--- src/rtl/dfns_pkg.sv ---
// ---------------------------------------------------------------------------
// dfns_pkg
// Shared constants and helpers of the directory-first name sort unit.
// ---------------------------------------------------------------------------
package dfns_pkg;

   localparam int ENTRY_SLOTS_DEF = 64;
   localparam int NAME_LEN_DEF    = 64;

   localparam int BYTE_W = 8;
   localparam int POS_OUT_W = 6;

   localparam logic [BYTE_W-1:0] FOLD_LO     = 8'h41;
   localparam logic [BYTE_W-1:0] FOLD_HI     = 8'h5A;
   localparam logic [BYTE_W-1:0] FOLD_OFFSET = 8'd32;

   // Fold A-Z to lower case, leave every other byte as is.
   function automatic logic [BYTE_W-1:0] fold_byte(input logic [BYTE_W-1:0] c);
      logic [BYTE_W-1:0] r;
      r = c;
      if (c >= FOLD_LO && c <= FOLD_HI) begin
         r = c + FOLD_OFFSET;
      end
      return r;
   endfunction

endpackage

--- src/rtl/dfns_order_mem.sv ---
// ---------------------------------------------------------------------------
// dfns_order_mem
// Order list store: {dir, load index} per sorted place, registered read.
// ---------------------------------------------------------------------------
module dfns_order_mem
   import dfns_pkg::*;
#(
   parameter int DEPTH  = ENTRY_SLOTS_DEF,
   parameter int ADDR_W = $clog2(DEPTH),
   parameter int DATA_W = ADDR_W + 1
) (
   input  logic              clock,
   input  logic              wr_en,
   input  logic [ADDR_W-1:0] wr_addr,
   input  logic [DATA_W-1:0] wr_data,
   input  logic [ADDR_W-1:0] rd_addr,
   output logic [DATA_W-1:0] rd_data
);
   logic [DATA_W-1:0] mem [DEPTH];

   always_ff @(posedge clock) begin
      if (wr_en) begin
         mem[wr_addr] <= wr_data;
      end
      rd_data <= mem[rd_addr];
   end
endmodule

--- config.mk ---
export PLATFORM = sky130hd
export DESIGN_NAME = dfns_order_mem
export DESIGN_NICKNAME = d
export VERILOG_FILES = /design/src/rtl/dfns_pkg.sv /design/src/rtl/dfns_order_mem.sv
export SDC_FILE = /design/constraint.sdc
export NUM_CORES = 1
export LEC_CHECK = 0
export BUFFER_PORTS_ARGS = -buffer_cell sky130_fd_sc_hd__buf_2
export CORE_ASPECT_RATIO = 0.8
export CORE_UTILIZATION = 65
export CTS_CLUSTER_DIAMETER = 200
export CTS_CLUSTER_SIZE = 12
export DETAILED_ROUTE_END_ITERATION = 10
export PLACE_DENSITY_LB_ADDON = 0.12
export SKIP_LAST_GASP = 1
export SYNTH_ARGS = -nofsm -noshare
export SYNTH_HDL_FRONTEND = slang
export SYNTH_SLANG_ARGS = --single-unit
--- constraint.sdc ---
create_clock -name clock -period 5.97 [get_ports clock]
set_input_delay 1.4925 -clock clock [delete_from_list [all_inputs] [get_ports clock]]
set_output_delay 1.4925 -clock clock [all_outputs]
set_load 0.01 [all_outputs]
==> qor.csv, run 1 <==
stage;metric;value;unit
status;status;complete, no violations;
routing;drt-total-wl;37.4;mm
sta;worst_pin_slew;1.30;ns
finish;final_nets;880;
setup_path;cp-end-kind;flop;
grt;grt_pass1_vias;8601;
synth;synth-xor-area-share;0;%
routing;post-route-drc-count;0;
place;place_congestion;0.825;
sta;fin_tns_setup;0;ns
floorplanning;chipWidth;186;um
flow_run;maxCapViolations;0;
power_and_ir_drop;power_density;327;nW/um^2
routing;ant_nets;0;
clocking;cts_sinks;455;
sta;grt_setup_unrepaired;false;
synth;synth_fa_ha_area_share;0;%
sta;fmax;275;MHz
place;io_buffer_count;27;
synth;syn-cell-area;17600;um^2
sta;slew_violations;0;
clocking;cts_made_buffers;43;
clocking;hold_buffers;0;
synth;yosys.area_share.simple;3.43;%
synth;synth_top_family_by_area;multiplexers;
power_and_ir_drop;leakage;5.92;nW
synth;netlist_instances;827;
synth;ys_ff_latch;455;
finish;finalInstanceArea;19200;um^2
setup_path;cp_cell_sequence;buf_2 -> buf_4 -> buf_4 -> mux4_2 -> mux2i_1 -> a21oi_1 -> a41o_1;
clocking;ctsResizeCount;0;
clocking;insertion_delay;0.53;ns
synth;synth_ff_type;edfxtp_1;
place;dp_hpwl;22.4;mm
clocking;cts_tree;yes;
sta;setup_viol;0;
setup_path;critPathKind;input pin to flop;
place;dpl-instance-area;18000;um^2
floorplanning;core-area;26500;um^2
power_and_ir_drop;ir_drop;241;uV
setup_path;slowest_delay;0.72;ns
synth;postSynthAreaPerCell;21.3;um^2
floorplanning;dieArea;27800;um^2
synth;async_flop_share;0;%
synth;ys_types;38;
min_path;holdCritPathClass;flop to flop;
routing;drt_iter0_drc;1077;
setup_path;crit_slowest_cell;buf_2;
floorplanning;io_pins;28;
clocking;htree_levels;2;
finish;stdcell_count;1236;
synth;synth_warnings;0;
setup_path;cp.arrival;4.05;ns
clocking;postCtsSetupBuffers;0;
clocking;clkTransAtPathRegs;0.06;ns
routing;routedWlPerCell;30.3;um
floorplanning;die_height;149;um
finish;drive_gt1_share;22.2;%
grt;grt-ovfl-total;0;
setup_path;cp.required;6.39;ns
finish;syn_to_final_growth;8.94;%
sta;fin_crit_sh;60.8;%
routing;dr_total_vias;8570;
place;dp_cells;1170;
finish;mostFrequentLayoutCells;448 x edfxtp_1, 112 x mux4_2, 76 x nor2_1;
synth;synth-compound-area-share;2.62;%
sta;hold_viol_final;0;
grt;track_usage;28.6;%
setup_path;critPathLaunchType;input pin;
setup_path;critPathMaxFanout;36;
sta;relSlewSlack;13.7;%
sta;clock_skew;0.0136;ns
synth;synthesis.nets;848;
synth;seq_area_frac_synth;77.1;%
routing;detail_route.vias_per_cell;6.93;
floorplanning;start_util;66.7;%
synth;synth_edf_count;448;
setup_path;worst_path_most_repeated_cell;buf_4;
finish;final_common_cell;edfxtp_1;
grt;antenna_found_initial;3;
sta;min_period;3.63;ns
floorplanning;rows;53;
clocking;root_buffer;clkbuf_16;
grt;grt_first_pass_wirelength;55.6;mm
grt;grt_max_degree;82;
routing;drt_first_pass_iters;5;
clocking;cts_buffer_depth;3;
synth;synthMuxAreaShare;15.3;%
[flip-flops by register name (all words and copies together) (netlist names)]
| signal | flops |
|---|---|
| mem | 448 |
| rd_data | 7 |
[stage by stage]
step / setup slack, ns / hold slack, ns / power (mW) / utilization (%)
3_5_place_dp: 1.80 / 0.881 / 3.93 / 68.1
3_3_place_gp: 1.87 / 0.875 / 3.91 / 68.1
6_report: 2.34 / 0.884 / 6.28 / 72.6
5_1_grt: 2.26 / 0.947 / 6.42 / 72.6
2_1_floorplan: 2.93 / 0.784 / 3.80 / -
4_1_cts: 2.35 / 0.890 / 6.29 / 72.5
[routing by layer]
metal / vias to the layer above / track usage, % / wire length (um)
met4: 0 / 8.52 / 1070
li1: 3522 / - / -
met1: 4456 / 45.2 / 15000
met3: 83 / 5.20 / 4110
met2: 509 / 41.7 / 17200
met5: - / 0 / 0
[synthesized netlist by cell type (3+ instances only)]
| master | instances | area share, % |
|---|---|---|
| a22oi_1 | 8 | 0.34 |
| mux2i_1 | 16 | 0.91 |
| o31ai_1 | 8 | 0.34 |
| nor2_1 | 76 | 1.6 |
| nand3_1 | 9 | 0.26 |
| nand2b_1 | 6 | 0.21 |
| o21ai_0 | 3 | 0.085 |
| a21oi_1 | 7 | 0.20 |
| buf_6 | 6 | 0.38 |
| o22ai_1 | 12 | 0.43 |
| nor3_1 | 8 | 0.23 |
| and3b_1 | 3 | 0.15 |
| edfxtp_1 | 448 | 76 |
| nand3b_1 | 4 | 0.17 |
| o221ai_1 | 9 | 0.45 |
| a22o_1 | 3 | 0.15 |
| nand2_1 | 8 | 0.17 |
| mux4_2 | 112 | 14 |
| nor2b_1 | 5 | 0.18 |
| nor3b_1 | 3 | 0.13 |
| clkbuf_1 | 18 | 0.38 |
| o21ai_1 | 5 | 0.14 |
| buf_2 | 15 | 0.43 |
| dfxtp_1 | 7 | 0.79 |
| a211oi_1 | 4 | 0.17 |
| buf_4 | 5 | 0.21 |
[cell families after synthesis]
| kind of cell | after synthesis |
|---|---|
| AO/OA/AOI/OAI | 65 |
| flip-flops | 455 |
| AND/OR/NAND/NOR | 130 |
| multiplexers | 130 |
| buffers and inverters | 47 |
[cell type report]
class / instances / area, um^2
antenna: 4 / 10.0
clock buffer: 61 / 1190
fill: 1492 / 7250
inverter: 2 / 7.51
multi-input combinational: 325 / 3780
sequential: 455 / 13600
tap: 357 / 447
timing repair buffer: 32 / 191
[report_power, final]
group / switching [mW] / internal [mW] / total (mW)
Clock: 1.06 / 1.36 / 2.42
Combinational: 0.199 / 0.113 / 0.312
Sequential: 0.0107 / 3.54 / 3.55
[final timing paths]
kind	startpoint	end	slack [ns]	cells after the start
worst max-delay path	rd_addr[2]	rd_data[0]	2.34	7
worst min-delay path	mem[18][5]	rd_data[5]	0.88	4
worst max register to register	mem[47][1]	rd_data[1]	4.18	4
worst min register to register	mem[18][5]	rd_data[5]	0.88	4
[worst max-delay path: cells and delay by family]
kind / cells / cell delay, ns
AO/OA/AOI/OAI: 2 / 0.42
buffers and inverters: 3 / 1.55
multiplexers: 2 / 0.53
Power figures use the tool's default switching activity.
==> run 2: changes to the inputs <==
--- a/config.mk
+++ b/config.mk
@@ -7,7 +7,7 @@
 export LEC_CHECK = 0
 export BUFFER_PORTS_ARGS = -buffer_cell sky130_fd_sc_hd__buf_2
 export CORE_ASPECT_RATIO = 0.8
-export CORE_UTILIZATION = 65
+export CORE_UTILIZATION = 62
 export CTS_CLUSTER_DIAMETER = 200
 export CTS_CLUSTER_SIZE = 12
 export DETAILED_ROUTE_END_ITERATION = 10
==> constraint.sdc (replaced) <==
create_clock -name clock -period 3.6 [get_ports clock]
set_input_delay 0.9 -clock clock [delete_from_list [all_inputs] [get_ports clock]]
set_output_delay 0.9 -clock clock [all_outputs]
set_load 0.01 [all_outputs]
==> run 2 against run 1 <==
  * Register-to-register slack worse by 2.4 ns
  * Critical path type unchanged
  * Non-clock buffer count up 36
  * Routed wire length up 3.2%
  * Sequential power up 66%
  * Clock-buffer cell count up 17
  * Combinational power up 72%
  * Via count up 1.5%
  * Flip-flop and latch count unchanged
  * Setup slack worse by 1.2 ns
==> qor.csv, run 2 (same netlist as run 1, synthesis figures left out) <==
stage;metric;value;unit;change
clocking;ctsResizeCount;0;;unchanged
sta;whs;0.765;ns;-0.119 ns
sta;setup_slack;1.13;ns;-1.20 ns
routing;ant_nets;0;;unchanged
grt;grt-ovfl-total;0;;unchanged
grt;antenna_found_initial;1;;-2
sta;grt_setup_unrepaired;false;;
power_and_ir_drop;leakage;6.14;nW;+3.7%
finish;largest-register;mem;;
setup_path;path_buf_inv;2;;-1
floorplanning;die_height;153;um;+2.4%
sta;relSlewSlack;17.0;%;+3.4 points
clocking;clkTransAtPathRegs;0.06;ns;about the same
routing;top_layer;met4;;
sta;clock_skew;0.0133;ns;-0.000267 ns
sta;slew_violations;0;;unchanged
grt;grt_pass1_vias;8782;;+2.1%
setup_path;cp-end-kind;flop;;
finish;syn_to_final_growth;11.0;%;
floorplanning;rows;54;;+1.9%
setup_path;cp.arrival;2.88;ns;-1.17 ns
finish;mostFrequentLayoutCells;448 x edfxtp_1, 112 x mux4_2, 76 x nor2_1;;
routing;wl_met2;18.1;mm;+5.5%
grt;grt_first_pass_wirelength;57.3;mm;+3.0%
clocking;cts_sinks;455;;unchanged
sta;hold_viol_final;0;;unchanged
sta;min_period;2.47;ns;
floorplanning;dieArea;29100;um^2;+4.8%
setup_path;crit_slowest_cell;mux4_2;;
routing;detail_route.vias_per_cell;6.73;;-2.9%
setup_path;critPathMaxFanout;21;;-42%
setup_path;critPathLaunchType;input pin;;
clocking;cts_made_buffers;43;;unchanged
finish;seq_area;13600;um^2;unchanged
clocking;cts_buffer_depth;3;;unchanged
sta;fmax;406;MHz;
routing;dr_total_vias;8698;;+1.5%
finish;stdcell_count;1292;;+4.5%
clocking;cts_tree;yes;;
routing;drt-total-wl;38.6;mm;+3.2%
finish;drive_gt1_share;24.7;%;+2.5 points
power_and_ir_drop;power;10.5;mW;+68%
status;status;complete, no violations;;
sta;worst_pin_slew;1.24;ns;-0.0506 ns
setup_path;critPathKind;input pin to flop;;
setup_path;slowest_delay;0.58;ns;-0.14 ns
floorplanning;chipWidth;191;um;+2.4%
flow_run;maxCapViolations;0;;unchanged
place;dp_slack;0.577;ns;-1.22 ns
finish;reg.largest.list;mem (448), rd_data (7);;
routing;routedWlPerCell;29.9;um;-1.3%
routing;drt_iter0_drc;1115;;+3.5%
place;place_congestion;0.843;;+2.1%
min_path;holdCritPathClass;input pin to flop;;
routing;post-route-drc-count;0;;unchanged
finish;final_common_cell;edfxtp_1;;
routing;wl_met3;3.42;mm;-17%
grt;track_usage;27.6;%;-0.97 points
clocking;insertion_delay;0.53;ns;about the same
clocking;hold_buffers;0;;unchanged
finish;final_nets;916;;+4.1%
routing;met1_length;16.2;mm;+8.1%
finish;largest_reg_flops;448;;unchanged
finish;multiInputGateArea;3770;um^2;-0.13%
finish;fillers;1623;;+8.8%
setup_path;cp_cell_sequence;buf_6 -> buf_4 -> mux4_2 -> o22ai_1 -> a211oi_1 -> a22o_1;;
floorplanning;core-area;27600;um^2;+4.4%
clocking;htree_levels;2;;unchanged
floorplanning;start_util;63.8;%;-2.8 points
finish;antenna_cells;0;;-4
power_and_ir_drop;ir_drop;433;uV;+80%
grt;grt_max_degree;78;;-4.9%
power_and_ir_drop;power_density;538;nW/um^2;+65%
clocking;root_buffer;clkbuf_16;;
sta;fin_crit_sh;68.5;%;
setup_path;cp.required;4.01;ns;-2.38 ns
setup_path;path_delay_family;compound AO/OA/AOI/OAI gates;;
clocking;postCtsSetupBuffers;0;;unchanged
place;dp_hpwl;24.2;mm;+7.9%
floorplanning;io_pins;28;;unchanged
place;dp_cells;1214;;+3.8%
place;io_buffer_count;27;;unchanged
routing;drt_first_pass_iters;5;;unchanged
sta;fin_tns_setup;0;ns;unchanged
sta;setup_viol;0;;unchanged
==> run 2: final timing paths <==
path                   start    endpoint  slack [ns]  cells after the start
setup / recovery  rd_addr[0]  rd_data[1]        1.13                      6
hold / removal    rd_addr[5]  rd_data[2]        0.77                      2
setup reg to reg  mem[23][2]  rd_data[2]        1.78                      4
hold reg to reg   mem[46][2]  rd_data[2]        0.93                      4
==> run 2: cell type report <==
type,instances,share of cell area (%)
multi-input cells,325,19.3
repair buffers,68,2.56
well taps,364,2.33
flip-flops and latches,455,69.4
inverters,2,0.0383
clock buffers,78,6.38
==> run 2: per-stage QoR <==
| step | utilization [%] | area [um^2] |
|---|---|---|
| 2_1_floorplan | - | 17600 |
| 3_3_place_gp | 66.3 | 18300 |
| 3_5_place_dp | 66.3 | 18300 |
| 4_1_cts | 70.9 | 19600 |
| 5_1_grt | 70.9 | 19600 |
| 6_report | 70.9 | 19600 |
==> run 2: layer usage <==
metal / up-vias / track usage [%]
met4: 0 / 6.97
met5: - / 0
li1: 3609 / -
met1: 4580 / 43.2
met2: 451 / 41.6
met3: 58 / 4.55
==> run 2: power breakdown <==
part           switching [mW]  leakage, nW  internal [mW]
registers              0.0202         4.09           5.86
logic                   0.338         1.46          0.200
clock network            1.79        0.594           2.33
==> run 2: worst reg2reg max path, stage by stage, from the launching register on <==
cell and delay (ns):
edfxtp_1 0.36, mux4_2 0.49, mux2_2 0.31, o22ai_1 0.40, o31ai_1 0.13
==> run 3: changes to the inputs <==
==> constraint.sdc (replaced) <==
create_clock -name clock -period 2.4 [get_ports clock]
set_input_delay 0.6 -clock clock [delete_from_list [all_inputs] [get_ports clock]]
set_output_delay 0.6 -clock clock [all_outputs]
set_load 0.01 [all_outputs]
==> run 3 against run 2 <==
  * Cell count increased by 5.3%
  * Sequential share of layout area is 2.3 points lower
  * First-iteration DRC count shrank 1.2%
  * Critical path type unchanged
  * Largest cell class unchanged
==> qor.csv, run 3 (same netlist as run 1, synthesis figures left out) <==
stage;metric;value;unit;change
flow_run;maxCapViolations;0;;unchanged
clocking;clkTransAtPathRegs;0.06;ns;about the same
routing;routedWlPerCell;28.9;um;-3.1%
finish;syn_to_final_growth;14.9;%;
grt;grt_pass1_vias;9090;;+3.5%
power_and_ir_drop;power_density;781;nW/um^2;+45%
grt;grt_first_pass_wirelength;58.8;mm;+2.7%
floorplanning;io_pins;28;;unchanged
setup_path;worst_path_most_repeated_cell;buf_4;;
floorplanning;dieArea;29100;um^2;unchanged
routing;post-route-drc-count;0;;unchanged
min_path;holdCritPathClass;input pin to flop;;
grt;grt_max_degree;65;;-17%
clocking;cts_tree;yes;;
power_and_ir_drop;combPwrFrac;5.6;%;+0.5 points
clocking;cts_buffer_depth;3;;unchanged
setup_path;critPathMaxFanout;33;;+57%
place;dp_hpwl;25.6;mm;+5.7%
place;place_congestion;0.871;;+3.3%
finish;multiInputGateArea;3770;um^2;unchanged
sta;setup_viol;0;;unchanged
clocking;cts_sinks;455;;unchanged
finish;seq_area;13600;um^2;unchanged
setup_path;cp.required;2.88;ns;-1.13 ns
clocking;ctsResizeCount;0;;unchanged
routing;detail_route.vias_per_cell;6.61;;-1.8%
status;status;complete, no violations;;
power_and_ir_drop;leakage;6.57;nW;+7.0%
clocking;root_buffer;clkbuf_16;;
grt;antenna_found_initial;2;;+1
floorplanning;core-area;27600;um^2;unchanged
routing;met1_length;15.8;mm;-2.6%
routing;wl_met2;18.5;mm;+2.0%
clocking;insertion_delay;0.55;ns;+0.02 ns
sta;grt_setup_unrepaired;false;;
setup_path;ff2ff_path_depth;5;;+1
power_and_ir_drop;p_switching;3.23;mW;+51%
clocking;htree_levels;2;;unchanged
setup_path;critPathLaunchType;input pin;;
routing;wl_met3;4.10;mm;+20%
power_and_ir_drop;p_int;12.6;mW;+50%
floorplanning;chipWidth;191;um;unchanged
sta;fmax;524;MHz;
routing;top_layer;met4;;
sta;min_period;1.91;ns;
finish;drive_gt1_share;30.7;%;+6.0 points
finish;final_common_cell;edfxtp_1;;
sta;clock_skew;0.0257;ns;+0.0124 ns
min_path;whs_path_depth;2;;unchanged
setup_path;crit_slowest_cell;o31ai_1;;
finish;fillers;1580;;-2.6%
setup_path;slowest_delay;0.53;ns;-0.05 ns
floorplanning;die_height;153;um;unchanged
floorplanning;start_util;63.8;%;unchanged
finish;final_nets;992;;+8.3%
setup_path;cp-end-kind;flop;;
power_and_ir_drop;pwr-share-clk;38.6;%;-0.4 points
setup_path;critPathKind;input pin to flop;;
routing;drt_first_pass_iters;5;;unchanged
setup_path;cp.arrival;2.39;ns;-0.49 ns
clocking;postCtsSetupBuffers;0;;unchanged
clocking;cts_made_buffers;43;;unchanged
sta;whs;0.426;ns;-0.340 ns
place;io_buffer_count;27;;unchanged
sta;relSlewSlack;46.7;%;+30 points
routing;drt_iter0_drc;1102;;-1.2%
floorplanning;rows;54;;unchanged
sta;worst_pin_slew;0.800;ns;-0.445 ns
sta;fin_crit_sh;79.5;%;
routing;ant_nets;0;;unchanged
finish;reg.largest.list;mem (448), rd_data (7);;
sta;hold_viol_final;0;;unchanged
power_and_ir_drop;ir_drop;744;uV;+72%
routing;drt-total-wl;39.4;mm;+2.0%
power_and_ir_drop;p_sw_share;20.4;%;+0.077 points
setup_path;cp_cell_sequence;buf_4 -> buf_12 -> buf_4 -> mux4_2 -> nor2_1 -> o31ai_1 -> a22o_1;;
clocking;hold_buffers;0;;unchanged
finish;mostFrequentLayoutCells;448 x edfxtp_1, 112 x mux4_2, 103 x buf_4;;
finish;finalInstanceArea;20300;um^2;+3.5%
place;dpl-instance-area;19000;um^2;+3.9%
finish;largest-register;mem;;
finish;largest_reg_flops;448;;unchanged
grt;grt-ovfl-total;0;;unchanged
grt;track_usage;28.5;%;+0.85 points
power_and_ir_drop;pwr-share-seq;55.8;%;about the same
sta;slew_violations;0;;unchanged
routing;dr_total_vias;8994;;+3.4%
-- run 3: cell types whose count changed in the layout (fill, tap and decap cells not counted), sizes merged --
cell    change
clkbuf     -10
diode       +2
buf        +76
-- run 3: path summary, 6_finish.rpt --
check | startpoint | to | slack, ns
setup / recovery | rd_addr[1] | rd_data[1] | 0.49
setup reg to reg | mem[32][0] | rd_data[0] | 0.57
hold / removal | rd_addr[5] | rd_data[2] | 0.43
hold reg to reg | mem[14][0] | rd_data[0] | 0.89
-- run 3: worst max-delay path: cells and delay by family --
kind | cells | cell delay (ns)
AOI/OAI and AO/OA | 2 | 0.76
buffers and inverters | 3 | 0.77
muxes | 1 | 0.20
and+or+nand+nor | 1 | 0.04
-- run 3: final cells by class --
class | count | area share [%]
clock buffers | 68 | 5.99
repair buffers | 144 | 5.97
well taps | 364 | 2.25
inverters | 2 | 0.0371
multi-input cells | 325 | 18.6
flip-flops and latches | 455 | 67.1
diodes | 2 | 0.0247
-- run 3: power by group through the flow --
stage | sequential, mW | clock (mW) | combinational, mW
finish | 8.82 | 6.11 | 0.886
global route | 8.82 | 6.48 | 0.938
floorplan | 8.98 | 0 | 0.458
detailed placement | 8.99 | 0 | 0.885
CTS | 8.82 | 6.19 | 0.888
global placement | 8.98 | 0 | 0.861
-- run 3: through the flow --
step,TNS (ns),utilization (%),power [mW],cells,setup slack (ns)
floorplan,0,-,9.44,827,0.252
global placement,-0.117,68.9,9.84,1290,-0.104
detailed placement,-0.151,68.9,9.87,1290,-0.0783
CTS,0,73.3,15.9,1358,0.475
global route,0,73.3,16.2,1359,0.411
finish,0,73.3,15.8,1360,0.492
-- run 3: per-layer routing --
layer	vias up	global-route usage, %
met3	75	6.36
met1	4690	43.0
li1	3740	-
met5	-	0
met2	489	42.7
met4	0	8.27
